`config.mk`:
```
export PLATFORM = sky130hd
export DESIGN_NAME = xoshiro_bounded_random_top
export DESIGN_NICKNAME = d
export VERILOG_FILES = /design/src/hw/rtl/xbr_pkg.sv /design/src/hw/rtl/xbr_datapath.sv /design/src/hw/rtl/xbr_ctrl.sv /design/src/hw/rtl/xoshiro_bounded_random_top.sv
export SDC_FILE = /design/constraint.sdc
export NUM_CORES = 2
export LEC_CHECK = 0
export ABC_CLOCK_PERIOD_IN_PS = 12100
export BUFFER_PORTS_ARGS = -buffer_cell sky130_fd_sc_hd__buf_2
export CAP_MARGIN = 20
export CELL_PAD_IN_SITES_DETAIL_PLACEMENT = 1
export CELL_PAD_IN_SITES_GLOBAL_PLACEMENT = 1
export CORE_MARGIN = 1.5
export CORE_UTILIZATION = 46
export CTS_CLUSTER_DIAMETER = 40
export CTS_CLUSTER_SIZE = 16
export DETAILED_ROUTE_END_ITERATION = 12
export MAX_ROUTING_LAYER = met4
export PLACE_DENSITY = 0.85
export SLEW_MARGIN = 40
export SYNTH_ARGS = -nofsm -noshare
export SYNTH_HDL_FRONTEND = slang
export SYNTH_HIERARCHICAL = 1
export SYNTH_SLANG_ARGS = --single-unit
```
`constraint.sdc`:
```
create_clock -name clk -period 12.1 [get_ports clk]
set_input_delay 2.42 -clock clk [delete_from_list [all_inputs] [get_ports clk]]
set_output_delay 2.42 -clock clk [all_outputs]
set_load 0.02 [all_outputs]
```
`src/hw/rtl/xbr_pkg.sv`:
```
// Package: shared types and constants for the xoshiro bounded random block.
`timescale 1ns / 1ps
`default_nettype none

package xbr_pkg;

    localparam int unsigned WORD_W = 32;
    localparam int unsigned PROB_W = 25;
    localparam int unsigned VALUE_W = 33;

    // splitmix32 constants
    localparam logic [WORD_W-1:0] SEED_STEP = 32'h9E37_79B9;
    localparam logic [WORD_W-1:0] MIX_ONE = 32'h21F0_AAAD;
    localparam logic [WORD_W-1:0] MIX_TWO = 32'h735A_2D97;

    // 1.0 in 1.24 fixed point
    localparam logic [PROB_W-1:0] PROB_ONE = 25'h100_0000;

    typedef enum logic [1:0] {
        FUNC_RAW    = 2'd0,
        FUNC_BELOW  = 2'd1,
        FUNC_RANGE  = 2'd2,
        FUNC_CHANCE = 2'd3
    } func_t;

    // datapath operation issued by the controller each cycle
    typedef enum logic [3:0] {
        DP_NONE,
        DP_SEED_LOAD,
        DP_MIX1,
        DP_MIX2,
        DP_STORE,
        DP_ACCEPT,
        DP_DRAW,
        DP_MUL,
        DP_DIV_START,
        DP_DIV_STEP,
        DP_OUTPUT
    } dp_op_t;

    typedef struct packed {
        logic in_bounded;  // incoming beat is a bounded or range request
        logic in_n_zero;   // incoming beat has bound or span of zero
        logic bounded;     // held request needs the multiply/reject path
        logic low_ge_n;    // low product word >= n, accept at once
        logic low_lt_thr;  // low product word below rejection threshold
        logic div_last;    // final remainder step this cycle
        logic seed_last;   // storing the last state word
    } stat_t;

endpackage

`default_nettype wire

```
`src/hw/rtl/xbr_datapath.sv`:
```
// Datapath: generator state, seeding mixer, shared multiplier, remainder unit, output register.
`timescale 1ns / 1ps
`default_nettype none

module xbr_datapath (
    input  wire logic                         clk,
    input  wire logic                         rst_n,
    input  wire xbr_pkg::dp_op_t              op,
    output xbr_pkg::stat_t                    stat,
    input  wire logic [63:0]                  seed,
    input  wire logic [1:0]                   func,
    input  wire logic [31:0]                  bound,
    input  wire logic signed [31:0]           range_low,
    input  wire logic signed [31:0]           range_high,
    input  wire logic [xbr_pkg::PROB_W-1:0]   probability,
    output logic signed [xbr_pkg::VALUE_W-1:0] value,
    output logic                              hit
);

    logic [31:0] gen_reg [4];
    logic [31:0] ctr_reg;
    logic [1:0]  idx_reg;
    logic [31:0] draw_reg;
    logic [31:0] n_reg;
    logic [31:0] lo_reg;
    logic [xbr_pkg::PROB_W-1:0] prob_reg;
    xbr_pkg::func_t func_reg;
    logic [63:0] prod_reg;
    logic [31:0] rem_reg;
    logic [31:0] dvd_reg;
    logic [4:0]  cnt_reg;
    logic signed [xbr_pkg::VALUE_W-1:0] value_reg;
    logic        hit_reg;

    xbr_pkg::func_t in_func;
    logic [31:0] span_in;
    logic [31:0] n_in;
    logic [31:0] ctr_step;
    logic [31:0] mul_a;
    logic [31:0] mul_b;
    logic [63:0] prod;
    logic [31:0] mix_z;
    logic [31:0] x5;
    logic [31:0] rot7;
    logic [31:0] draw_val;
    logic [31:0] s2a;
    logic [31:0] s3a;
    logic [32:0] shifted;
    logic [31:0] below_val;
    logic [31:0] range_val;
    logic [xbr_pkg::PROB_W-1:0] frac;
    logic signed [xbr_pkg::VALUE_W-1:0] value_next;
    logic        hit_next;

    assign in_func  = xbr_pkg::func_t'(func);
    assign span_in  = $unsigned(range_high) - $unsigned(range_low) + 32'd1;
    assign n_in     = (in_func == xbr_pkg::FUNC_RANGE) ? span_in : bound;
    assign ctr_step = ctr_reg + xbr_pkg::SEED_STEP;
    assign mix_z    = prod_reg[31:0] ^ (prod_reg[31:0] >> 15);

    // one shared 32x32 multiplier
    always_comb
    begin
        unique case (op)
            xbr_pkg::DP_MIX1:
            begin
                mul_a = ctr_step ^ (ctr_step >> 16);
                mul_b = xbr_pkg::MIX_ONE;
            end
            xbr_pkg::DP_MIX2:
            begin
                mul_a = mix_z;
                mul_b = xbr_pkg::MIX_TWO;
            end
            default:
            begin
                mul_a = draw_reg;
                mul_b = n_reg;
            end
        endcase
    end

    assign prod = {32'd0, mul_a} * {32'd0, mul_b};

    // xoshiro128** scrambler: rotl(s1 * 5, 7) * 9 as shift-adds
    assign x5       = gen_reg[1] + (gen_reg[1] << 2);
    assign rot7     = {x5[24:0], x5[31:25]};
    assign draw_val = rot7 + (rot7 << 3);
    assign s2a      = gen_reg[2] ^ gen_reg[0];
    assign s3a      = gen_reg[3] ^ gen_reg[1];

    // restoring remainder step
    assign shifted = {rem_reg, dvd_reg[31]};

    assign below_val = (n_reg == 32'd0) ? 32'd0 : prod_reg[63:32];
    assign range_val = lo_reg + below_val;
    assign frac      = {1'b0, draw_reg[31:8]};

    always_comb
    begin
        value_next = '0;
        hit_next   = 1'b0;
        unique case (func_reg)
            xbr_pkg::FUNC_RAW:    value_next = $signed({1'b0, draw_reg});
            xbr_pkg::FUNC_BELOW:  value_next = $signed({1'b0, below_val});
            xbr_pkg::FUNC_RANGE:  value_next = $signed({range_val[31], range_val});
            xbr_pkg::FUNC_CHANCE: hit_next = (frac < prob_reg);
        endcase
    end

    // seeding control registers
    always_ff @(posedge clk or negedge rst_n)
    begin
        if (!rst_n)
        begin
            ctr_reg <= '0;
            idx_reg <= '0;
        end
        else
        begin
            unique case (op)
                xbr_pkg::DP_SEED_LOAD:
                begin
                    ctr_reg <= seed[31:0] ^ seed[63:32];
                    idx_reg <= '0;
                end
                xbr_pkg::DP_MIX1:  ctr_reg <= ctr_step;
                xbr_pkg::DP_STORE: idx_reg <= idx_reg + 2'd1;
                default: ;
            endcase
        end
    end

    always_ff @(posedge clk)
    begin
        unique case (op)
            xbr_pkg::DP_MIX1, xbr_pkg::DP_MIX2, xbr_pkg::DP_MUL:
                prod_reg <= prod;
            xbr_pkg::DP_STORE:
                gen_reg[idx_reg] <= mix_z;
            xbr_pkg::DP_ACCEPT:
            begin
                func_reg <= in_func;
                n_reg    <= n_in;
                lo_reg   <= $unsigned(range_low);
                prob_reg <= (probability > xbr_pkg::PROB_ONE) ? xbr_pkg::PROB_ONE
                                                              : probability;
            end
            xbr_pkg::DP_DRAW:
            begin
                draw_reg   <= draw_val;
                gen_reg[0] <= gen_reg[0] ^ s3a;
                gen_reg[1] <= gen_reg[1] ^ s2a;
                gen_reg[2] <= s2a ^ (gen_reg[1] << 9);
                gen_reg[3] <= {s3a[20:0], s3a[31:21]};
            end
            xbr_pkg::DP_DIV_START:
            begin
                rem_reg <= '0;
                dvd_reg <= 32'd0 - n_reg;
                cnt_reg <= '0;
            end
            xbr_pkg::DP_DIV_STEP:
            begin
                rem_reg <= (shifted >= {1'b0, n_reg}) ? 32'(shifted - {1'b0, n_reg})
                                                      : shifted[31:0];
                dvd_reg <= {dvd_reg[30:0], 1'b0};
                cnt_reg <= cnt_reg + 5'd1;
            end
            xbr_pkg::DP_OUTPUT:
            begin
                value_reg <= value_next;
                hit_reg   <= hit_next;
            end
            default: ;
        endcase
    end

    assign stat.in_bounded = (in_func == xbr_pkg::FUNC_BELOW) || (in_func == xbr_pkg::FUNC_RANGE);
    assign stat.in_n_zero  = (n_in == 32'd0);
    assign stat.bounded    = (func_reg == xbr_pkg::FUNC_BELOW) || (func_reg == xbr_pkg::FUNC_RANGE);
    assign stat.low_ge_n   = (prod_reg[31:0] >= n_reg);
    assign stat.low_lt_thr = (prod_reg[31:0] < rem_reg);
    assign stat.div_last   = (cnt_reg == 5'd31);
    assign stat.seed_last  = (idx_reg == 2'd3);

    assign value = value_reg;
    assign hit   = hit_reg;

endmodule

`default_nettype wire

```
`src/hw/rtl/xbr_ctrl.sv`:
```
// Controller: sequences seeding, draws, rejection checks and the output handshake.
`timescale 1ns / 1ps
`default_nettype none

module xbr_ctrl (
    input  wire logic           clk,
    input  wire logic           rst_n,
    input  wire logic           cfg_valid,
    output logic                cfg_ready,
    input  wire logic           in_valid,
    output logic                in_ready,
    output logic                out_valid,
    input  wire logic           out_ready,
    input  wire xbr_pkg::stat_t stat,
    output xbr_pkg::dp_op_t     op
);

    typedef enum logic [3:0] {
        ST_MIX1,
        ST_MIX2,
        ST_STORE,
        ST_IDLE,
        ST_DRAW,
        ST_MUL,
        ST_CHECK,
        ST_DIV,
        ST_DONE
    } state_t;

    state_t state_reg;
    state_t state_next;
    logic   thr_known_reg;
    logic   thr_known_next;
    logic   out_valid_reg;
    logic   out_valid_next;

    always_comb
    begin
        state_next     = state_reg;
        thr_known_next = thr_known_reg;
        out_valid_next = out_valid_reg && !out_ready;
        op             = xbr_pkg::DP_NONE;
        unique case (state_reg)
            ST_MIX1:
            begin
                op         = xbr_pkg::DP_MIX1;
                state_next = ST_MIX2;
            end
            ST_MIX2:
            begin
                op         = xbr_pkg::DP_MIX2;
                state_next = ST_STORE;
            end
            ST_STORE:
            begin
                op         = xbr_pkg::DP_STORE;
                state_next = stat.seed_last ? ST_IDLE : ST_MIX1;
            end
            ST_IDLE:
            begin
                if (cfg_valid)
                begin
                    op         = xbr_pkg::DP_SEED_LOAD;
                    state_next = ST_MIX1;
                end
                else if (in_valid)
                begin
                    op             = xbr_pkg::DP_ACCEPT;
                    thr_known_next = 1'b0;
                    state_next     = (stat.in_bounded && stat.in_n_zero) ? ST_DONE : ST_DRAW;
                end
            end
            ST_DRAW:
            begin
                op         = xbr_pkg::DP_DRAW;
                state_next = stat.bounded ? ST_MUL : ST_DONE;
            end
            ST_MUL:
            begin
                op         = xbr_pkg::DP_MUL;
                state_next = ST_CHECK;
            end
            ST_CHECK:
            begin
                priority if (stat.low_ge_n)
                    state_next = ST_DONE;
                else if (thr_known_reg)
                    state_next = stat.low_lt_thr ? ST_DRAW : ST_DONE;
                else
                begin
                    op         = xbr_pkg::DP_DIV_START;
                    state_next = ST_DIV;
                end
            end
            ST_DIV:
            begin
                op = xbr_pkg::DP_DIV_STEP;
                if (stat.div_last)
                begin
                    thr_known_next = 1'b1;
                    state_next     = ST_CHECK;
                end
            end
            ST_DONE:
            begin
                if (!out_valid_reg || out_ready)
                begin
                    op             = xbr_pkg::DP_OUTPUT;
                    out_valid_next = 1'b1;
                    state_next     = ST_IDLE;
                end
            end
            default: state_next = ST_IDLE;
        endcase
    end

    always_ff @(posedge clk or negedge rst_n)
    begin
        if (!rst_n)
        begin
            state_reg     <= ST_MIX1;  // expand seed zero after reset
            thr_known_reg <= 1'b0;
            out_valid_reg <= 1'b0;
        end
        else
        begin
            state_reg     <= state_next;
            thr_known_reg <= thr_known_next;
            out_valid_reg <= out_valid_next;
        end
    end

    assign cfg_ready = (state_reg == ST_IDLE);
    assign in_ready  = (state_reg == ST_IDLE) && !cfg_valid;
    assign out_valid = out_valid_reg;

endmodule

`default_nettype wire

```
`src/hw/rtl/xoshiro_bounded_random_top.sv`:
```
// Top level: xoshiro128** generator with raw, bounded, range and chance requests.
`timescale 1ns / 1ps
`default_nettype none
// out_valid rises after a request is drawn (raw, chance), drawn, multiplied and checked
// (bounded, range), or at once (zero bound or span); a low product below n adds a
// remainder pass once per request, and each rejected draw repeats the draw, multiply
// and check steps. One request at a time; a result held by out_ready stalls the next
// request. Reset: seed zero expands into four state words, each by a mix, a second mix
// and a store; a seed write repeats that pass. No request beats are taken during it.

module xoshiro_bounded_random_top (
    input  wire logic                          clk,
    input  wire logic                          rst_n,
    // seed write channel
    input  wire logic                          cfg_valid,
    output logic                               cfg_ready,
    input  wire logic [63:0]                   seed,
    // request channel
    input  wire logic                          in_valid,
    output logic                               in_ready,
    input  wire logic [1:0]                    func,
    input  wire logic [31:0]                   bound,
    input  wire logic signed [31:0]            range_low,
    input  wire logic signed [31:0]            range_high,
    input  wire logic [xbr_pkg::PROB_W-1:0]    probability,
    // result channel
    output logic                               out_valid,
    input  wire logic                          out_ready,
    output logic signed [xbr_pkg::VALUE_W-1:0] value,
    output logic                               hit
);

    // controller drives one datapath op per cycle and sees a status bundle
    xbr_pkg::dp_op_t op;
    xbr_pkg::stat_t  stat;

    xbr_ctrl u_ctrl (
        .clk       (clk),
        .rst_n     (rst_n),
        .cfg_valid (cfg_valid),
        .cfg_ready (cfg_ready),
        .in_valid  (in_valid),
        .in_ready  (in_ready),
        .out_valid (out_valid),
        .out_ready (out_ready),
        .stat      (stat),
        .op        (op)
    );

    // state words, splitmix mixer, shared multiplier, rejection threshold unit;
    // the result beat is held in the datapath output register
    xbr_datapath u_datapath (
        .clk         (clk),
        .rst_n       (rst_n),
        .op          (op),
        .stat        (stat),
        .seed        (seed),
        .func        (func),
        .bound       (bound),
        .range_low   (range_low),
        .range_high  (range_high),
        .probability (probability),
        .value       (value),
        .hit         (hit)
    );

endmodule

`default_nettype wire
```
After elaboration in Yosys (flattened, before gate mapping)

Memories as Yosys holds them, arrays and structs flattened.
Cells that the tools add are included.

Add/subtract/negate cells: 10
$mul: 1
$lt $le $gt $ge: 5
Equality and inequality tests: 30
Multiplexer cells: 41
Bitwise gates (word level): 8
Reductions and logical operators: 21

Operator list:

| operator                                                               | count |
|---|---|
| 32-bit case mux with 2 select lines                                    | 5 |
| 32-bit bitwise XOR                                                     | 6 |
| 32-bit two-way mux                                                     | 4 |
| 33-bit case mux with 3 select lines                                    | 1 |
| 32-bit adder                                                           | 3 |
| 4-bit case mux with 9 select lines                                     | 2 |
| 32-bit zero test                                                       | 2 |
| 32-bit by 32-bit multiplier with 64-bit output                         | 1 |
| 32-bit subtractor                                                      | 2 |
| 4-bit two-way mux                                                      | 13 |
| 33-bit by 32-bit >= comparator with 1-bit output                       | 1 |
| 32-bit by 1-bit adder with 32-bit output (second input constant)       | 1 |
| 32-bit adder (second input constant)                                   | 1 |
| 4-bit by 3-bit equality test with 1-bit output (second input constant) | 8 |
| 32-bit >= comparator                                                   | 1 |
| 32-bit less-than comparator                                            | 1 |
| 32-bit OR reduction                                                    | 1 |
| 1-bit by 32-bit subtractor with 32-bit output (first input constant)   | 1 |
| 32-bit by 16-bit bitwise XOR with 32-bit output                        | 1 |
| 32-bit by 17-bit bitwise XOR with 32-bit output                        | 1 |
| 25-bit greater-than comparator (second input constant)                 | 1 |
| 24-bit by 25-bit less-than comparator with 1-bit output                | 1 |
| 4-bit by 2-bit equality test with 1-bit output (second input constant) | 4 |
| 4-bit equality test (second input constant)                            | 4 |
| other kinds (24)                                                       | 50 |

Bits in registers: 330
RAM bits: 128
Bits of input ports: 192
Output and inout bits: 37
Word-level logic and storage cells: 133
Memories kept: 1

Memory list:

| name               | depth | bits a word | rd ports | clocked after memory_dff | write ports | line               | text |
|---|---|---|---|---|---|---|---|
| u_datapath.gen_reg | 4     | 32          | 4        | 0                        | 4           | xbr_datapath.sv:20 | `logic [31:0] gen_reg [4];` |

Logic depth before layout (Yosys ltp)

Depth in word-level cells: 9
Gate-level depth with buffers: 51
Mapped depth without buffers: 48

Modules after synthesis

Netlist, hierarchy kept.

By module, submodules not included:

| module       | instances | cells an instance | area an instance (µm²) | sequential area each (µm²) |
|---|---|---|---|---|
| xbr_datapath | 1         | 6942              | 64436.8                | 13402.9 |
| xbr_ctrl     | 1         | 59                | 445.4                  | 150.1 |

Worst setup path after synthesis

Ideal clock, no wire load.

Path type: input -> register
Start: in out_ready
End: reg u_datapath.prod_reg[63], data pin
Library setup time: 0.203 ns
Arrival: 11.476 ns
Data required time: 11.897 ns
Slack: 0.421 ns
Cell stages on the path: 37
Buffers on the path: 6
Cells stage by stage: nand2b_1 a21oi_1 nor2_1 clkbuf_1 nand2b_1 or2_2 clkbuf_1 clkbuf_1 clkbuf_1 o21a_1 a21oi_2 buf_2 nand2_1 fa_1 inv_1 fa_1 fa_1 inv_1 fa_1 inv_1 fa_1 fa_1 fa_1 inv_1 fa_1 inv_1 ha_1 clkbuf_1 and4_1 nand2_1 or3_1 o41ai_1 o21ai_2 o21ai_1 o221ai_1 mux2i_1 a2111oi_1

Cells in the longest elaborated chain, start to end: 6
Elaborated cells between the ends (all ways): 8
Those cells by class: mul (1); eq/ne (2); mux (4); reduce/logical (1)

RTL lines:

| item                                               | line                             | text |
|---|---|---|
| start, declared                                    | xoshiro_bounded_random_top.sv:28 | `input wire logic out_ready,` |
| 1-bit logical OR (*)                               | xbr_ctrl.sv:106                  | `if (!out_valid_reg \|\| out_ready)` |
| 4-bit two-way mux (*)                              | xbr_ctrl.sv:106                  |  |
| 4-bit case mux with 9 select lines (*)             | xbr_ctrl.sv:43                   | `unique case (state_reg)` |
| via op[1]                                          | xoshiro_bounded_random_top.sv:34 | `xbr_pkg::dp_op_t op;` |
| 4-bit by 2-bit equality test with 1-bit output     | xbr_datapath.sv:64               | `unique case (op)` |
| 32-bit case mux with 2 select lines                | xbr_datapath.sv:64               |  |
| 32-bit by 32-bit multiplier with 64-bit output (*) | xbr_datapath.sv:83               | `assign prod = {32'd0, mul_a} * {32'd0, mul_b};` |
| via u_datapath.prod[63]                            | xbr_datapath.sv:41               | `logic [63:0] prod;` |
| end signal, assigned                               | xbr_datapath.sv:138              | `prod_reg <= prod;` |
| end, declared                                      | xbr_datapath.sv:28               | `logic [63:0] prod_reg;` |

The timed path passes the listed nets; every way through them passes the cells marked *.
A chain may end at the register's enable or synchronous reset.

==> impl_metrics.py <==
metrics = {
    "setup_path": {
        "cp-end-kind": "register",
        "cpMaxStageDelayCell": "fa_1",
        "reg2reg_to": "u_datapath/prod_reg[60]",
        "crit_type": "reg2reg",
        "cp_slowest_stage_delay_ns": 0.65,
        "rrSetupSlack_ns": 0.11,
        "path_delay_family": "adder cells",
        "cp_max_fo": 9,
        "path_common_cell": "fa_1",
        "timing.rr.start": "u_datapath/n_reg[0]",
        "worstPathRequired_ns": 12.55,
        "reg2reg_depth": 50,
        "cp-start-kind": "register",
        "crit_buf_inv": 12,
        "worstPathArrival_ns": 12.44,
    },
    "final_layout": {
        "fin_nets": 9516,
        "final_layout_size_suffix_gt1_frac": 0.184,
        "synthToLayoutAreaGrowth_pct": 21.0,
        "multi_input_area_um2": 46800,
        "seq_area_um2": 13600,
        "nFillCells": 15900,
        "largest_register_ffs": 128,
    },
    "logic_synthesis": {
        "synth.net_count": 8635,
        "synth_seq_area_share": 0.209,
        "syn-cell-area_um2": 64900,
        "yosysUniqueCellTypes": 110,
        "synth_seq_cells": 458,
        "synth_edf_count": 418,
        "async_flop_share": 0.0873,
        "syn_avg_cell_area_um2": 9.27,
        "synthCells": 7001,
        "synth_ff_type": "edfxtp_1",
        "synth_warnings": 6,
    },
    "route": {
        "vias_per_cell": 6.26,
        "routed_wirelength_um": 321000,
        "drtIter0Drc": 7509,
        "wl_per_cell_um": 32.5,
        "via_count": 61900,
        "drcViolationCount": 0,
        "antenna_left": 0,
        "firstDrtPassIters": 7,
    },
    "floorplanning": {
        "io_pins": 229,
        "start_util": 0.464,
        "fp.dieArea_um2": 143000,
        "die_h_um": 379,
        "die_x_um": 379,
        "rows": 137,
        "core_area_um2": 140000,
    },
    "hold_path": {
        "hold_end": "u_datapath/dvd_reg[2]",
        "hp-start": "u_datapath/dvd_reg[1]",
        "holdCritPathClass": "reg2reg",
        "hold_depth": 2,
    },
    "run": {
        "maxCapViolations": 0,
    },
    "sta": {
        "fmax_mhz": 83.4,
        "slew_headroom": 0.389,
        "setup_viol": 0,
        "tightest_slew_ns": 0.910,
        "timing.final.crit_share": 0.991,
        "hold_violations": 0,
        "rsz0062_at_grt": "true",
        "fin_crit_ns": 11.99,
        "holdWs_ns": 0.516,
        "slew_viol_final": 0,
        "finalClockSkew_ns": 0.0643,
    },
    "placement": {
        "portBuffers": 228,
        "hpwlAfterDp_um": 253000,
        "place_congestion": 1.14,
    },
    "global_route": {
        "grt_max_degree": 94,
        "groute.usage.overall": 0.459,
        "grt_pass1_vias": 66300,
        "grt_pass1_wl_um": 455000,
        "antenna_found_initial": 40,
        "grt_remaining_overflow": 0,
    },
    "clock_network": {
        "clockBufferDepth": 3,
        "cts.sinks": 458,
        "numCtsBuffers": 80,
        "tritoncts": "built",
        "htree_levels": 3,
        "clock_latency_ns": 0.75,
        "cts_hold_buf": 0,
        "cts-root-buf": "clkbuf_16",
        "clk_pin_slew_ns": 0.05,
    },
    "status": {
        "status": "complete, no violations",
    },
}
==> cells in the final DEF, fill, tap and decap left out, types with 18 or more instances in the layout <==
cell type,n
or2_2,24
a211o_1,18
o21ai_0,285
buf_12,69
or3_1,34
nor2_1,629
xor2_1,151
clkbuf_16,83
a31oi_1,28
and2_1,74
o21ai_1,26
nor2b_1,51
a222oi_1,20
ha_1,532
nand2b_1,36
o21a_1,47
buf_4,780
xnor2_1,279
dfrtp_1,40
diode_2,58
nand3_1,104
and3_1,152
nor4_1,19
a21oi_1,357
buf_2,228
nand4_1,37
a21o_1,140
inv_1,1064
fa_1,885
a211oi_1,23
buf_6,20
o21bai_1,30
nand2_1,678
nor3_1,86
o211ai_1,21
edfxtp_1,418
==> how the worst max path moves through the flow <==
| stage | cells past startpoint | to | slack [ns] | startpoint |
|---|---|---|---|---|
| after floorplan | 37 | u_datapath/prod_reg[63] | 0.42 | out_ready |
| after global placement | 37 | u_datapath/prod_reg[60] | -1.14 | out_ready |
| after detailed placement | 38 | u_datapath/prod_reg[60] | -0.84 | out_ready |
| after CTS | 51 | u_datapath/prod_reg[60] | -0.01 | u_datapath/n_reg[17] |
| after global routing | 55 | u_datapath/prod_reg[62] | -0.14 | u_datapath/n_reg[17] |
| final | 50 | u_datapath/prod_reg[60] | 0.11 | u_datapath/n_reg[0] |
==> per-layer routing <==
| layer | wire length, um | vias to the layer above | GRT usage |
|---|---|---|---|
| met1 | 113000 | 31400 | 0.518 |
| li1 | - | 24900 | - |
| met4 | 31000 | 0 | 0.366 |
| met5 | 0 | - | - |
| met2 | 142000 | 4123 | 0.682 |
| met3 | 35700 | 1510 | 0.132 |
==> cell usage after synthesis (all sizes together) (82+ instances only) <==
| cell | number | area (um2) |
|---|---|---|
| a21o | 140 | 1050 |
| a21oi | 376 | 1900 |
| and2 | 82 | 516 |
| and3 | 153 | 957 |
| clkbuf | 260 | 977 |
| edfxtp | 418 | 12600 |
| fa | 901 | 18000 |
| ha | 541 | 6770 |
| inv | 1068 | 4010 |
| nand2 | 693 | 2600 |
| nand3 | 107 | 536 |
| nor2 | 648 | 2430 |
| nor3 | 100 | 562 |
| o21ai | 319 | 1620 |
| xnor2 | 282 | 2480 |
| xor2 | 153 | 1340 |
==> tightest hold or removal path, delay by kind of cell, from the launching register on <==
| kind | cells | cell delay, ns |
|---|---|---|
| simple gates | 1 | 0.06 |
| compound gates | 1 | 0.07 |
| flops | 1 | 0.33 |
==> what timing repair did <==
| action | in CTS | in global routing |
|---|---|---|
| pin swaps | 9 | 40 |
| setup buffers | 7 | 14 |
| cloned | 0 | 1 |
| gates resized for setup | 58 | 77 |
| setup endpoints to repair | 23 | 25 |
==> stage by stage <==
step	area [um2]	setup TNS (ns)	setup WS, ns	utilization	std cells
floorplan	64900	0	0.421	-	7001
global placement	74500	-12.11	-1.14	0.533	9640
detailed placement	74700	-9.66	-0.843	0.535	9653
CTS	77800	-0.0140	-0.0140	0.557	9809
global route	78400	-0.832	-0.139	0.561	9865
finish	78500	0	0.106	0.562	9883
==> area by class of cell <==
class / instances / area share
multi-input cells: 5160 / 0.596
flip-flops and latches: 458 / 0.173
repair buffers: 1110 / 0.113
inverters: 1072 / 0.0513
well taps: 1876 / 0.0299
clock buffers: 84 / 0.0262
clock inverters: 65 / 0.00941
diodes: 58 / 0.00185
==> logic make-up (layout without fill, tap and decap cells) <==
| kind of cell | after synthesis | count (layout) | synth area share |
|---|---|---|---|
| and+or+nand+nor | 2037 | 2037 | 0.144 |
| adders and majority gates | 1442 | 1442 | 0.382 |
| buffers and inverters | 1383 | 2331 | 0.0811 |
| xor gates and xnor gates | 439 | 439 | 0.0602 |
| other | 0 | 58 | 0 |
| DFF | 458 | 458 | 0.209 |
| AOI/OAI and AO/OA | 1222 | 1222 | 0.121 |
| muxes | 20 | 20 | 0.00324 |
Power is left out: the tool's default activity adds up to more than one toggle a clock period on the data nets, which glitch-free logic cannot reach.
